### config.mk
export PLATFORM = sky130hd
export DESIGN_NAME = payload_deframer_vigenere
export DESIGN_NICKNAME = d
export VERILOG_FILES = /design/src/rtl/pdv_pkg.sv /design/src/rtl/payload_deframer_vigenere.sv
export SDC_FILE = /design/constraint.sdc
export NUM_CORES = 1
export LEC_CHECK = 0
export ABC_AREA = 0
export BUFFER_PORTS_ARGS = -buffer_cell sky130_fd_sc_hd__buf_2
export CAP_MARGIN = 15
export CORE_MARGIN = 4
export CORE_UTILIZATION = 35
export DETAILED_ROUTE_END_ITERATION = 12
export GPL_TIMING_DRIVEN = 0
export SYNTH_ARGS = -nofsm -noshare
export SYNTH_HDL_FRONTEND = slang
export SYNTH_SLANG_ARGS = --single-unit
export TNS_END_PERCENT = 50
### constraint.sdc
create_clock -name clock -period 12.57 [get_ports clock]
set_input_delay 2.514 -clock clock [delete_from_list [all_inputs] [get_ports clock]]
set_output_delay 2.514 -clock clock [all_outputs]
set_load 0.03 [all_outputs]
### src/rtl/pdv_pkg.sv
package pdv_pkg;

   localparam int KEY_MAX  = 16;
   localparam int NAME_MAX = 4096;

   // register map of the csr port
   typedef enum logic [2:0] {
      CSR_DECRYPT_ENABLE = 3'd0,
      CSR_KEY_LEN        = 3'd1,
      CSR_KEY_BYTES_LOW  = 3'd2,
      CSR_KEY_BYTES_HIGH = 3'd3,
      CSR_PAYLOAD_LEN    = 3'd4
   } csr_index_type;

   typedef enum logic {
      OP_START = 1'b0,
      OP_DATA  = 1'b1
   } opcode_type;

   typedef enum logic [2:0] {
      KIND_NAME    = 3'd0,
      KIND_SECRET  = 3'd1,
      KIND_EMPTY   = 3'd2,
      KIND_SHORT   = 3'd3,
      KIND_BADNAME = 3'd4,
      KIND_TRUNC   = 3'd5
   } kind_type;

   typedef enum logic [2:0] {
      PH_IDLE    = 3'd0,
      PH_NAMELEN = 3'd1,
      PH_NAME    = 3'd2,
      PH_SECLEN  = 3'd3,
      PH_SECRET  = 3'd4,
      PH_DONE    = 3'd5
   } phase_type;

   typedef struct packed {
      opcode_type  opcode;
      logic [7:0]  data_byte;
   } req_type;

   typedef struct packed {
      kind_type    kind;
      logic [7:0]  out_byte;
      logic        last;
   } rsp_type;

endpackage

### src/rtl/payload_deframer_vigenere.sv
// Length-prefixed payload deframer with repeating-key byte decryption.
//
// req channel: one beat per item; opcode start opens a new payload, opcode
// data delivers one raw payload byte. rsp channel: zero or one beat per
// item, carrying a filename byte or a secret byte (last marks the final byte of each),
// or a single status code (empty secret, short payload, bad name, truncated).
// csr channel: register writes by index, always ready; write only while the
// block holds no pending item.
//
// The result is registered: an item accepted at a clock edge shows its result at
// the rsp port after that edge. Throughput is one item per cycle, set by the
// single result register, which is refilled in the same cycle it drains.
// When the receiver stalls with a result held, req_ready drops until that
// beat is taken; items that produce no result are still held back then.
// Reset (synchronous, active high) clears the configuration, the parser state
// and the result valid, and puts the parser in idle, where data bytes are
// ignored until a start item.
module payload_deframer_vigenere
   import pdv_pkg::*;
#(
   parameter int NameMax = NAME_MAX
) (
   input  logic          clock,
   input  logic          reset,
   input  logic          req_valid,
   output logic          req_ready,
   input  req_type       req_data,
   output logic          rsp_valid,
   input  logic          rsp_ready,
   output rsp_type       rsp_data,
   input  logic          csr_valid,
   output logic          csr_ready,
   input  csr_index_type csr_index,
   input  logic [63:0]   csr_wdata
);

   localparam int NAME_W = $clog2(NameMax + 1);
   localparam int NL_W   = NAME_W + 4;
   localparam logic [4:0] KEY_LIMIT = 5'(KEY_MAX);

   // configuration
   logic          decrypt_enable_ff;
   logic [4:0]    key_len_ff;
   logic [127:0]  key_bytes_ff;
   logic [31:0]   payload_len_ff;

   // parser state
   phase_type     phase_ff, phase_in;
   logic [2:0]    byte_position_ff, byte_position_in;
   logic [63:0]   field_shift_ff, field_shift_in;
   logic [NAME_W-1:0] name_length_ff, name_length_in;
   logic [63:0]   bytes_left_ff, bytes_left_in;
   logic [3:0]    key_index_ff, key_index_in;

   logic          rsp_valid_ff;
   rsp_type       rsp_data_ff;

   logic          req_fire;
   logic          res_valid;
   rsp_type       res;

   // key stream
   logic [4:0]    key_eff_len;
   logic [3:0]    key_use;
   logic [4:0]    key_step;
   logic [3:0]    key_after;
   logic [7:0]    key_byte;
   logic [7:0]    plain;

   // length fields
   logic [63:0]   field_next;
   logic [31:0]   name_val;
   logic          name_bad;
   logic [NL_W-1:0] nl12;
   logic          pl_under;
   logic          sec_trunc;
   logic          active;

   assign csr_ready = 1'b1;
   assign req_ready = !rsp_valid_ff || rsp_ready;
   assign req_fire  = req_valid && req_ready;
   assign rsp_valid = rsp_valid_ff;
   assign rsp_data  = rsp_data_ff;

   assign active = (phase_ff == PH_NAMELEN) || (phase_ff == PH_NAME) ||
                   (phase_ff == PH_SECLEN) || (phase_ff == PH_SECRET);

   assign key_eff_len = (key_len_ff > KEY_LIMIT) ? KEY_LIMIT : key_len_ff;
   assign key_use     = ({1'b0, key_index_ff} >= key_eff_len) ? 4'd0 : key_index_ff;
   assign key_step    = {1'b0, key_use} + 5'd1;
   assign key_after   = (key_step >= key_eff_len) ? 4'd0 : key_step[3:0];
   assign key_byte    = (key_eff_len == 5'd0) ? 8'd0 : key_bytes_ff[{key_use, 3'b000} +: 8];
   assign plain       = decrypt_enable_ff ? (req_data.data_byte - key_byte)
                                          : req_data.data_byte;

   always_comb begin
      field_next = field_shift_ff;
      field_next[{byte_position_ff, 3'b000} +: 8] =
         field_shift_ff[{byte_position_ff, 3'b000} +: 8] | plain;
   end

   assign name_val = field_next[31:0];
   assign name_bad = (name_val == 32'd0) || (name_val > 32'(NameMax)) ||
                     (({1'b0, name_val} + 33'd12) > {1'b0, payload_len_ff});

   // 64-bit wrap of payload_len minus (name length + 12) folded into a 65-bit compare
   assign nl12      = NL_W'(name_length_ff) + NL_W'(12);
   assign pl_under  = payload_len_ff < 32'(nl12);
   assign sec_trunc = ({1'b0, field_next} + 65'(nl12)) > {pl_under, 32'd0, payload_len_ff};

   // next state
   always_comb begin
      phase_in         = phase_ff;
      byte_position_in = byte_position_ff;
      field_shift_in   = field_shift_ff;
      name_length_in   = name_length_ff;
      bytes_left_in    = bytes_left_ff;
      key_index_in     = key_index_ff;
      if (req_data.opcode == OP_START) begin
         byte_position_in = 3'd0;
         field_shift_in   = 64'd0;
         name_length_in   = '0;
         bytes_left_in    = 64'd0;
         key_index_in     = 4'd0;
         phase_in         = (payload_len_ff < 32'd4) ? PH_IDLE : PH_NAMELEN;
      end else if (active) begin
         if (key_eff_len != 5'd0) begin
            key_index_in = key_after;
         end
         case (phase_ff)
            PH_NAMELEN: begin
               field_shift_in   = field_next;
               byte_position_in = byte_position_ff + 3'd1;
               if (byte_position_ff == 3'd3) begin
                  byte_position_in = 3'd0;
                  if (name_bad) begin
                     phase_in = PH_IDLE;
                  end else begin
                     name_length_in = name_val[NAME_W-1:0];
                     bytes_left_in  = {32'd0, name_val};
                     field_shift_in = 64'd0;
                     phase_in       = PH_NAME;
                  end
               end
            end
            PH_NAME: begin
               bytes_left_in = bytes_left_ff - 64'd1;
               if (bytes_left_ff == 64'd1) begin
                  phase_in = PH_SECLEN;
               end
            end
            PH_SECLEN: begin
               field_shift_in   = field_next;
               byte_position_in = byte_position_ff + 3'd1;
               if (byte_position_ff == 3'd7) begin
                  byte_position_in = 3'd0;
                  if (sec_trunc) begin
                     phase_in = PH_IDLE;
                  end else begin
                     bytes_left_in  = field_next;
                     field_shift_in = 64'd0;
                     phase_in       = (field_next == 64'd0) ? PH_DONE : PH_SECRET;
                  end
               end
            end
            PH_SECRET: begin
               bytes_left_in = bytes_left_ff - 64'd1;
               if (bytes_left_ff == 64'd1) begin
                  phase_in = PH_DONE;
               end
            end
            default: begin
               phase_in = phase_ff;
            end
         endcase
      end
   end

   // result of the current item
   always_comb begin
      res_valid    = 1'b0;
      res.kind     = KIND_NAME;
      res.out_byte = 8'd0;
      res.last     = 1'b0;
      if (req_data.opcode == OP_START) begin
         if (payload_len_ff < 32'd4) begin
            res_valid = 1'b1;
            res.kind  = KIND_SHORT;
         end
      end else begin
         case (phase_ff)
            PH_NAMELEN: begin
               if (byte_position_ff == 3'd3 && name_bad) begin
                  res_valid = 1'b1;
                  res.kind  = KIND_BADNAME;
               end
            end
            PH_NAME: begin
               res_valid    = 1'b1;
               res.kind     = KIND_NAME;
               res.out_byte = plain;
               res.last     = (bytes_left_ff == 64'd1);
            end
            PH_SECLEN: begin
               if (byte_position_ff == 3'd7) begin
                  if (sec_trunc) begin
                     res_valid = 1'b1;
                     res.kind  = KIND_TRUNC;
                  end else if (field_next == 64'd0) begin
                     res_valid = 1'b1;
                     res.kind  = KIND_EMPTY;
                  end
               end
            end
            PH_SECRET: begin
               res_valid    = 1'b1;
               res.kind     = KIND_SECRET;
               res.out_byte = plain;
               res.last     = (bytes_left_ff == 64'd1);
            end
            default: begin
               res_valid = 1'b0;
            end
         endcase
      end
   end

   always_ff @(posedge clock) begin
      if (reset) begin
         decrypt_enable_ff <= 1'b0;
         key_len_ff        <= 5'd0;
         key_bytes_ff      <= 128'd0;
         payload_len_ff    <= 32'd0;
      end else if (csr_valid && csr_ready) begin
         case (csr_index)
            CSR_DECRYPT_ENABLE: decrypt_enable_ff     <= csr_wdata[0];
            CSR_KEY_LEN:        key_len_ff            <= csr_wdata[4:0];
            CSR_KEY_BYTES_LOW:  key_bytes_ff[63:0]    <= csr_wdata;
            CSR_KEY_BYTES_HIGH: key_bytes_ff[127:64]  <= csr_wdata;
            CSR_PAYLOAD_LEN:    payload_len_ff        <= csr_wdata[31:0];
            default:            payload_len_ff        <= payload_len_ff;
         endcase
      end
   end

   always_ff @(posedge clock) begin
      if (reset) begin
         phase_ff         <= PH_IDLE;
         byte_position_ff <= 3'd0;
         field_shift_ff   <= 64'd0;
         name_length_ff   <= '0;
         bytes_left_ff    <= 64'd0;
         key_index_ff     <= 4'd0;
      end else if (req_fire) begin
         phase_ff         <= phase_in;
         byte_position_ff <= byte_position_in;
         field_shift_ff   <= field_shift_in;
         name_length_ff   <= name_length_in;
         bytes_left_ff    <= bytes_left_in;
         key_index_ff     <= key_index_in;
      end
   end

   // result register refills in the cycle it drains
   always_ff @(posedge clock) begin
      if (reset) begin
         rsp_valid_ff <= 1'b0;
      end else if (req_ready) begin
         rsp_valid_ff <= req_fire && res_valid;
      end
   end

   always_ff @(posedge clock) begin
      if (req_ready) begin
         rsp_data_ff <= res;
      end
   end

   a_last_on_bytes: assert property (@(posedge clock) disable iff (reset)
      rsp_valid_ff && rsp_data_ff.last |->
         (rsp_data_ff.kind == KIND_NAME || rsp_data_ff.kind == KIND_SECRET))
      else $error("last set on a status beat");

   a_count_nonzero: assert property (@(posedge clock) disable iff (reset)
      (phase_ff == PH_NAME || phase_ff == PH_SECRET) |-> bytes_left_ff != 64'd0)
      else $error("byte phase with nothing left to send");

   a_name_bound: assert property (@(posedge clock) disable iff (reset)
      (phase_ff == PH_NAME || phase_ff == PH_SECLEN || phase_ff == PH_SECRET) |->
         (32'(name_length_ff) <= 32'(NameMax) && name_length_ff != '0))
      else $error("name length out of range past the length field");

   a_start_phase: assert property (@(posedge clock) disable iff (reset)
      req_fire && req_data.opcode == OP_START |=>
         (phase_ff == PH_IDLE || phase_ff == PH_NAMELEN))
      else $error("start item left parser in wrong phase");

   a_stall_held: assert property (@(posedge clock) disable iff (reset)
      !req_ready |-> rsp_valid_ff)
      else $error("input stalled with no result pending");

endmodule
[After elaboration in Yosys (flattened, before gate mapping)]
Cells that the tools add are included.
Widths: inputs -> output; s select.
Operators by class
  $lt $le $gt $ge: 8
  bitwise operators: 1
  reduce and logical (&&, ||, !) cells: 27
  multiplexer cells: 58
  shifts and indexed selects: 4
  add/subtract/negate cells: 8
  equality and inequality tests: 25
Operators by type and width (count)
  $mux 64: 12
  $pmux 64 s3: 1
  $pmux 64 s2: 1
  $shiftx 128x8->8: 1
  $add 64x14->65: 1
  $gt 65x65->1: 1
  $mux 13: 5
  $bwmux 64: 1
  $eq 64x1->1 const B: 1
  $logic_not 64->1: 1
  $shift 8x8->64 const A: 1
  $shiftx 64x7->8: 1
  $shiftx 8x8->64: 1
  $sub 64x1->64 const B: 1
  $mux 3: 15
  $add 32x4->33 const B: 1
  $gt 33x32->1: 1
  $gt 32x13->1 const B: 1
  $logic_not 32->1: 1
  $lt 32x14->1: 1
  $lt 32x3->1 const B: 1
  $mux 4: 5
  $mux 8: 2
  $eq 3x2->1 const B: 5
  36 further kinds: 69
Storage, ports and cells
  flip-flop bits (word level): 330
  bits of input ports: 81

[Longest topological paths before layout]
  depth in word-level cells: 19
  mapped depth: 57

[Worst setup path after synthesis]
Ideal clock, no wire load.
  path kind: register -> register
  from: reg key_index_ff[0]
  to: reg field_shift_ff[10]
  library setup time: 0.117 ns
  data arrival time: 10.259 ns
  stages on the path, launching flop included: 53
  clock period less this slack: 10.375 ns
  setup slack: 2.195 ns
  path through: dfxtp_1 buf_2 clkbuf_1 inv_1 ha_1 o2111ai_1 a31o_2 clkbuf_1 and2_1 clkbuf_1 clkbuf_1 clkbuf_1 nand3_1 a31oi_1 a21oi_1 nand2_1 ha_1 nor2b_1 [17 not listed] nand2_1 xnor2_1 ha_1 nand4_1 nor2_1 and3_1 nand3_1 nor3_1 a21oi_1 o21ai_0 and3_1 o2111ai_1 a2111oi_2 nand4_1 o41a_1 o21a_1 and2_1 a22o_1
Between the ends
  cells in the longest elaborated chain, start to end: 17
  elaborated cells on any way between the ends: 24
  classes of those cells: add/sub: 3; order compare: 4; shift: 2; mux: 11; bitwise: 1; reduce/logical: 3
Ends and longest elaborated chain
  from (decl): line payload_deframer_vigenere.sv:53  | logic [3:0] key_index_ff, key_index_in;
  from (signal assigned): line payload_deframer_vigenere.sv:260  | key_index_ff <= key_index_in;
  $ge 4x5->1: line payload_deframer_vigenere.sv:89  | assign key_use = ({1'b0, key_index_ff} >= key_eff_len) ? 4'd0 : key_index_ff;
  $mux 4 (*): line payload_deframer_vigenere.sv:89
  $shiftx 128x8->8 (*): line payload_deframer_vigenere.sv:92  | assign key_byte = (key_eff_len == 5'd0) ? 8'd0 : key_bytes_ff[{key_use, 3'b000} +: 8];
  $mux 8 (*): line payload_deframer_vigenere.sv:92
  $sub 8x8->8 (*): line payload_deframer_vigenere.sv:93  | assign plain = decrypt_enable_ff ? (req_data.data_byte - key_byte)
  $mux 8 (*): line payload_deframer_vigenere.sv:93
  $or 8x8->8 (*): line payload_deframer_vigenere.sv:99  | field_shift_ff[{byte_position_ff, 3'b000} +: 8] | plain;
  $shiftx 8x8->64 (*): line payload_deframer_vigenere.sv:98  | field_next[{byte_position_ff, 3'b000} +: 8] =
  $bwmux 64 (*): line payload_deframer_vigenere.sv:98
  parallel branches: the longest is 5 deep, another holds $add 64x14->65
  $pmux 64 s2 (*): line payload_deframer_vigenere.sv:130  | case (phase_ff)
  $mux 64 (*): line payload_deframer_vigenere.sv:126  | end else if (active) begin
  $mux 64 (*): line payload_deframer_vigenere.sv:119  | if (req_data.opcode == OP_START) begin
  to (signal assigned): line payload_deframer_vigenere.sv:257  | field_shift_ff <= field_shift_in;
  to (decl): line payload_deframer_vigenere.sv:50  | logic [63:0] field_shift_ff, field_shift_in;
Every way passes the cells marked *. The select of a mux whose other input is x is not followed.
A chain may end at the register's enable or synchronous reset.

==> reports/summary.log <==
qor: clock_network.insertion_delay 610 ps
qor: power.power_leakage 9.29 nW
qor: timing.drv_slew 0
qor: timing.finalHoldViolations 0
qor: global_routing.grt_usage 0.258
qor: synthesis.synth.top_cells.by_count 627 x nand2_1, 318 x dfxtp_1, 312 x a21oi_1
qor: floorplan.core.rowCount 91
qor: worst_setup_path.crit_path_start_kind flip-flop
qor: synthesis.ys_types 98
qor: detailed_routing.first_pass_iters 6
qor: timing.worst-slew-pin-transition 1150 ps
qor: clock_network.num_cts_buffers 40
qor: worst_setup_path.worstSetupPathType reg -> reg
qor: layout.syn2layout_area_growth 15.6%
qor: detailed_routing.drc_errors 0
qor: floorplan.initial_core_util 0.356
qor: worst_setup_path.nature_of_the_critical_path_endpoint flip-flop
qor: worst_setup_path.setup.reg_to_reg.worst_slack 520 ps
qor: clock_network.clock-root-buffer clkbuf_16
qor: detailed_routing.ant_nets 0
qor: global_routing.grt_first_pass_wirelength 134000 microns
qor: floorplan.ios 96
qor: layout.seq_area 6730 sq um
qor: clock_network.clock_sinks 330
qor: synthesis.synth.yosys.warnings 0
qor: job.drv_cap 0
qor: synthesis.async_flop_share 0
qor: power.seq_power_share 0.362
qor: layout.share_of_post_route_cells_with_drive_strength_above_1 0.105
qor: place.detailed_place_hpwl 69800 microns
qor: layout.multi_input_area 14500 sq um
qor: floorplan.core 62100 sq um
qor: synthesis.ys.flop_type dfxtp_1
qor: run_status.run_status finished clean
qor: timing.final_count_of_negative_setup_slack_endpoints 0
qor: worst_setup_path.crit_slowest_cell o41ai_1
qor: detailed_routing.drt-initial-drc-count 2189
qor: worst_setup_path.worst_r2r_endpoint rsp_data[10]$_DFFE_PN_
qor: synthesis.postSynthNetCount 3174
qor: synthesis.yosysSeqAreaShare 0.305
qor: timing.timing.final.crit_period 12050 ps
qor: place.portBuffers 93
qor: timing.fmaxAchievable 0.0830 GHz
qor: clock_network.clk_path_buf_depth 3
qor: timing.timing.slew.headroom 0.212
qor: power.cell_internal_pwr 2.05 mW
qor: synthesis.synthDominantCellAreaShare 0.288
qor: synthesis.synthMostInstantiatedCell nand2_1
qor: worst_setup_path.path_max_fanout 10
qor: worst_setup_path.worst_path_largest_cell_delay 780 ps
qor: worst_setup_path.worst_r2r_path_depth 48
qor: floorplan.die-area 67200 sq um
qor: synthesis.yosys-top-cells-area dfxtp_1 29%, nand2_1 11%, a21oi_1 7.1%
qor: power.peakVddDrop 0.0000968 V
qor: detailed_routing.via_count 22800
qor: hold_path.hold_start payload_len_ff[14]$_SDFFE_PP0P_
qor: hold_path.holdPathEnd payload_len_ff[14]$_SDFFE_PP0P_
qor: power.power.combinational.fraction 0.222
qor: synthesis.yosys.area_share.adder 0.0710
qor: power.report.power.total 3.02 mW
qor: timing.fin_setup_tns 0 ps
qor: synthesis.synth_xor_area_frac 0.0512
qor: hold_path.worst_hold_path_type reg -> reg
qor: synthesis.synth.largest_area_cell dfxtp_1
qor: global_routing.antenna_found_initial 7
qor: synthesis.largest_family_of_logic_cells_by_synthesized_area simple AND/OR/NAND/NOR gates
qor: timing.clock-skew-final 43.7 ps
qor: clock_network.holdBufCountCts 0
qor: floorplan.die_height 259 microns
qor: layout.num-fill-cells 6560
qor: clock_network.htree_levels 2
qor: clock_network.clkTransAtPathRegs 60 ps
qor: global_routing.grt_overflow_total 0
qor: power.power.switching_fraction 0.320
qor: global_routing.grt_max_degree 16
qor: timing.finalCritPeriodShare 0.959
qor: power.powerDensity 118 nW/um^2
qor: synthesis.synth_cells 2969
qor: layout.final_design_area_no_fill 25500 sq um
qor: synthesis.synth_edf_count 12
qor: synthesis.synth_area_in_compound_gates 0.206
qor: synthesis.netlist_area 22100 sq um
qor: synthesis.synth.ff_latch_count 330
qor: power.power_switching 0.968 mW
qor: place.postPlaceCellArea 23600 sq um
qor: detailed_routing.route.detailed.vias_per_inst 5.72
qor: detailed_routing.routed_wirelength 89600 microns
qor: layout.finish.net_count 3320
qor: floorplan.die_width 259 microns
qor: synthesis.synth_mux_area_frac 0.0398
qor: detailed_routing.routed_wire_length_per_instance 22.5 microns
qor: hold_path.timing.hold.worst_path_depth 2
qor: worst_setup_path.critPathRequiredTime 12850 ps
qor: synthesis.synth-simple-area-share 0.274
qor: worst_setup_path.crit_arrival 12340 ps
qor: clock_network.tritoncts_clock_tree done
qor: worst_setup_path.worstReg2RegStart key_index_ff[0]$_SDFFE_PP0P_
qor: synthesis.synth_area_per_cell 7.44 sq um
qor: global_routing.grt_pass1_vias 21500
qor: place.weighted_congestion_reported_at_the_end_of_routability_driven_placement 1.01
qor: power.clockPowerShare 0.416
worst max path at each step:
| stage | startpoint | to | slack, ps | cells past startpoint |
|---|---|---|---|---|
| after floorplan | key_index_ff[0]$_SDFFE_PP0P_ | field_shift_ff[10]$_SDFFE_PP0P_ | 2190 | 52 |
| after global placement | key_index_ff[0]$_SDFFE_PP0P_ | field_shift_ff[26]$_SDFFE_PP0P_ | -2550 | 51 |
| after detailed placement | key_index_ff[0]$_SDFFE_PP0P_ | field_shift_ff[26]$_SDFFE_PP0P_ | -2450 | 50 |
| after CTS | key_index_ff[0]$_SDFFE_PP0P_ | field_shift_ff[8]$_SDFFE_PP0P_ | 6 | 53 |
| after global routing | key_index_ff[0]$_SDFFE_PP0P_ | bytes_left_ff[41]$_SDFFE_PP0P_ | -20 | 55 |
| final | key_index_ff[0]$_SDFFE_PP0P_ | rsp_data[10]$_DFFE_PN_ | 520 | 48 |
metal layers:
metal,vias to the layer above,wire length [microns],GRT usage,part of all wire
met1,10700,38800,0.349,0.43
met2,1078,38400,0.400,0.43
met4,8,4250,0.107,0.047
met5,-,46,0,0.00051
li1,10800,-,-,-
met3,230,8150,0.0566,0.091
cells by family (layout without fill, tap and decap cells):
kind of cell	Yosys count	in the layout
XOR/XNOR	129	129
other	1	3
buffers and inverters	278	453
AND/OR/NAND/NOR	1310	1310
adder cells (fa/ha/maj)	124	124
multiplexers	73	73
flip-flops	330	330
AO/OA/AOI/OAI	724	724
layout by cell type, fill, tap and decap left out, types with 12 or more instances in the layout:
master     netlist  layout
a21o_1          31      31
a21oi_1        312     304
a221oi_1        23      22
a22oi_1         18      18
a31oi_1         22      21
and2_1          22      20
and3_1          21      20
buf_2           16     108
buf_4            8      21
buf_6           11      13
clkbuf_1       140     132
clkbuf_16        0      42
dfxtp_1        318     318
edfxtp_1        12      12
ha_1           122     121
inv_1           95      94
mux2i_1         54      52
nand2_1        627     624
nand2b_1        27      27
nand3_1         91      90
nand3b_1        27      27
nand4_1         36      36
nor2_1         210     208
nor2b_1         32      32
nor3_1          74      68
nor4_1          38      37
o211ai_1        25      25
o21a_1          16      15
o21ai_0         83      79
o21ai_1         53      51
or2_2           12      12
or3_1           47      47
xnor2_1         78      78
xor2_1          51      51
area by class of cell:
class | count | area share
Antenna cell | 2 | 0.000196
Buffer | 176 | 0.0322
Clock buffer | 58 | 0.0467
Clock inverter | 13 | 0.00902
Inverter | 97 | 0.0143
Multi-Input combinational cell | 2361 | 0.569
Sequential cell | 330 | 0.264
Tap cell | 837 | 0.0410
Timing Repair Buffer | 109 | 0.0235
worst max-delay path, delay by kind of cell (launching register included):
family	cells	cell delay, ps
AO/OA/AOI/OAI	21	5730
XOR/XNOR	1	190
adder cells (fa/ha/maj)	4	1370
buffers and inverters	5	1030
flip-flops	1	300
AND/OR/NAND/NOR	17	3080
sequential cells by signal, indices dropped and copies added, names as in the netlist:
name	cells
byte_position_ff	3
bytes_left_ff	64
decrypt_enable_ff	1
field_shift_ff	64
key_bytes_ff	128
key_index_ff	4
key_len_ff	5
name_length_ff	13
payload_len_ff	32
phase_ff	3
rsp_data	12
rsp_valid	1
power groups by stage:
stage / registers (mW) / clock network, mW / logic (mW)
floorplan: 1.12 / 0 / 0.429
global placement: 1.12 / 0 / 0.626
detailed placement: 1.12 / 0 / 0.626
CTS: 1.09 / 1.27 / 0.639
global route: 1.10 / 1.31 / 0.728
finish: 1.09 / 1.26 / 0.670
per-stage QoR:
stage	setup slack, ps	utilization	hold WS (ps)	std cells
5_1_grt	-22.7	0.411	473	3981
4_1_cts	6.39	0.406	455	3969
6_report	516	0.411	454	3983
2_1_floorplan	2190	-	432	2969
3_5_place_dp	-2450	0.381	446	3902
3_3_place_gp	-2550	0.380	440	3899
what timing repair did:
action / 4_1_cts / 5_1_grt
gates cloned: 0 / 0
pin swaps: 1 / 10
setup endpoints to repair: 144 / 134
gates resized for setup: 41 / 57
buffers inserted: 1 / 11
Power figures use the tool's default switching activity.
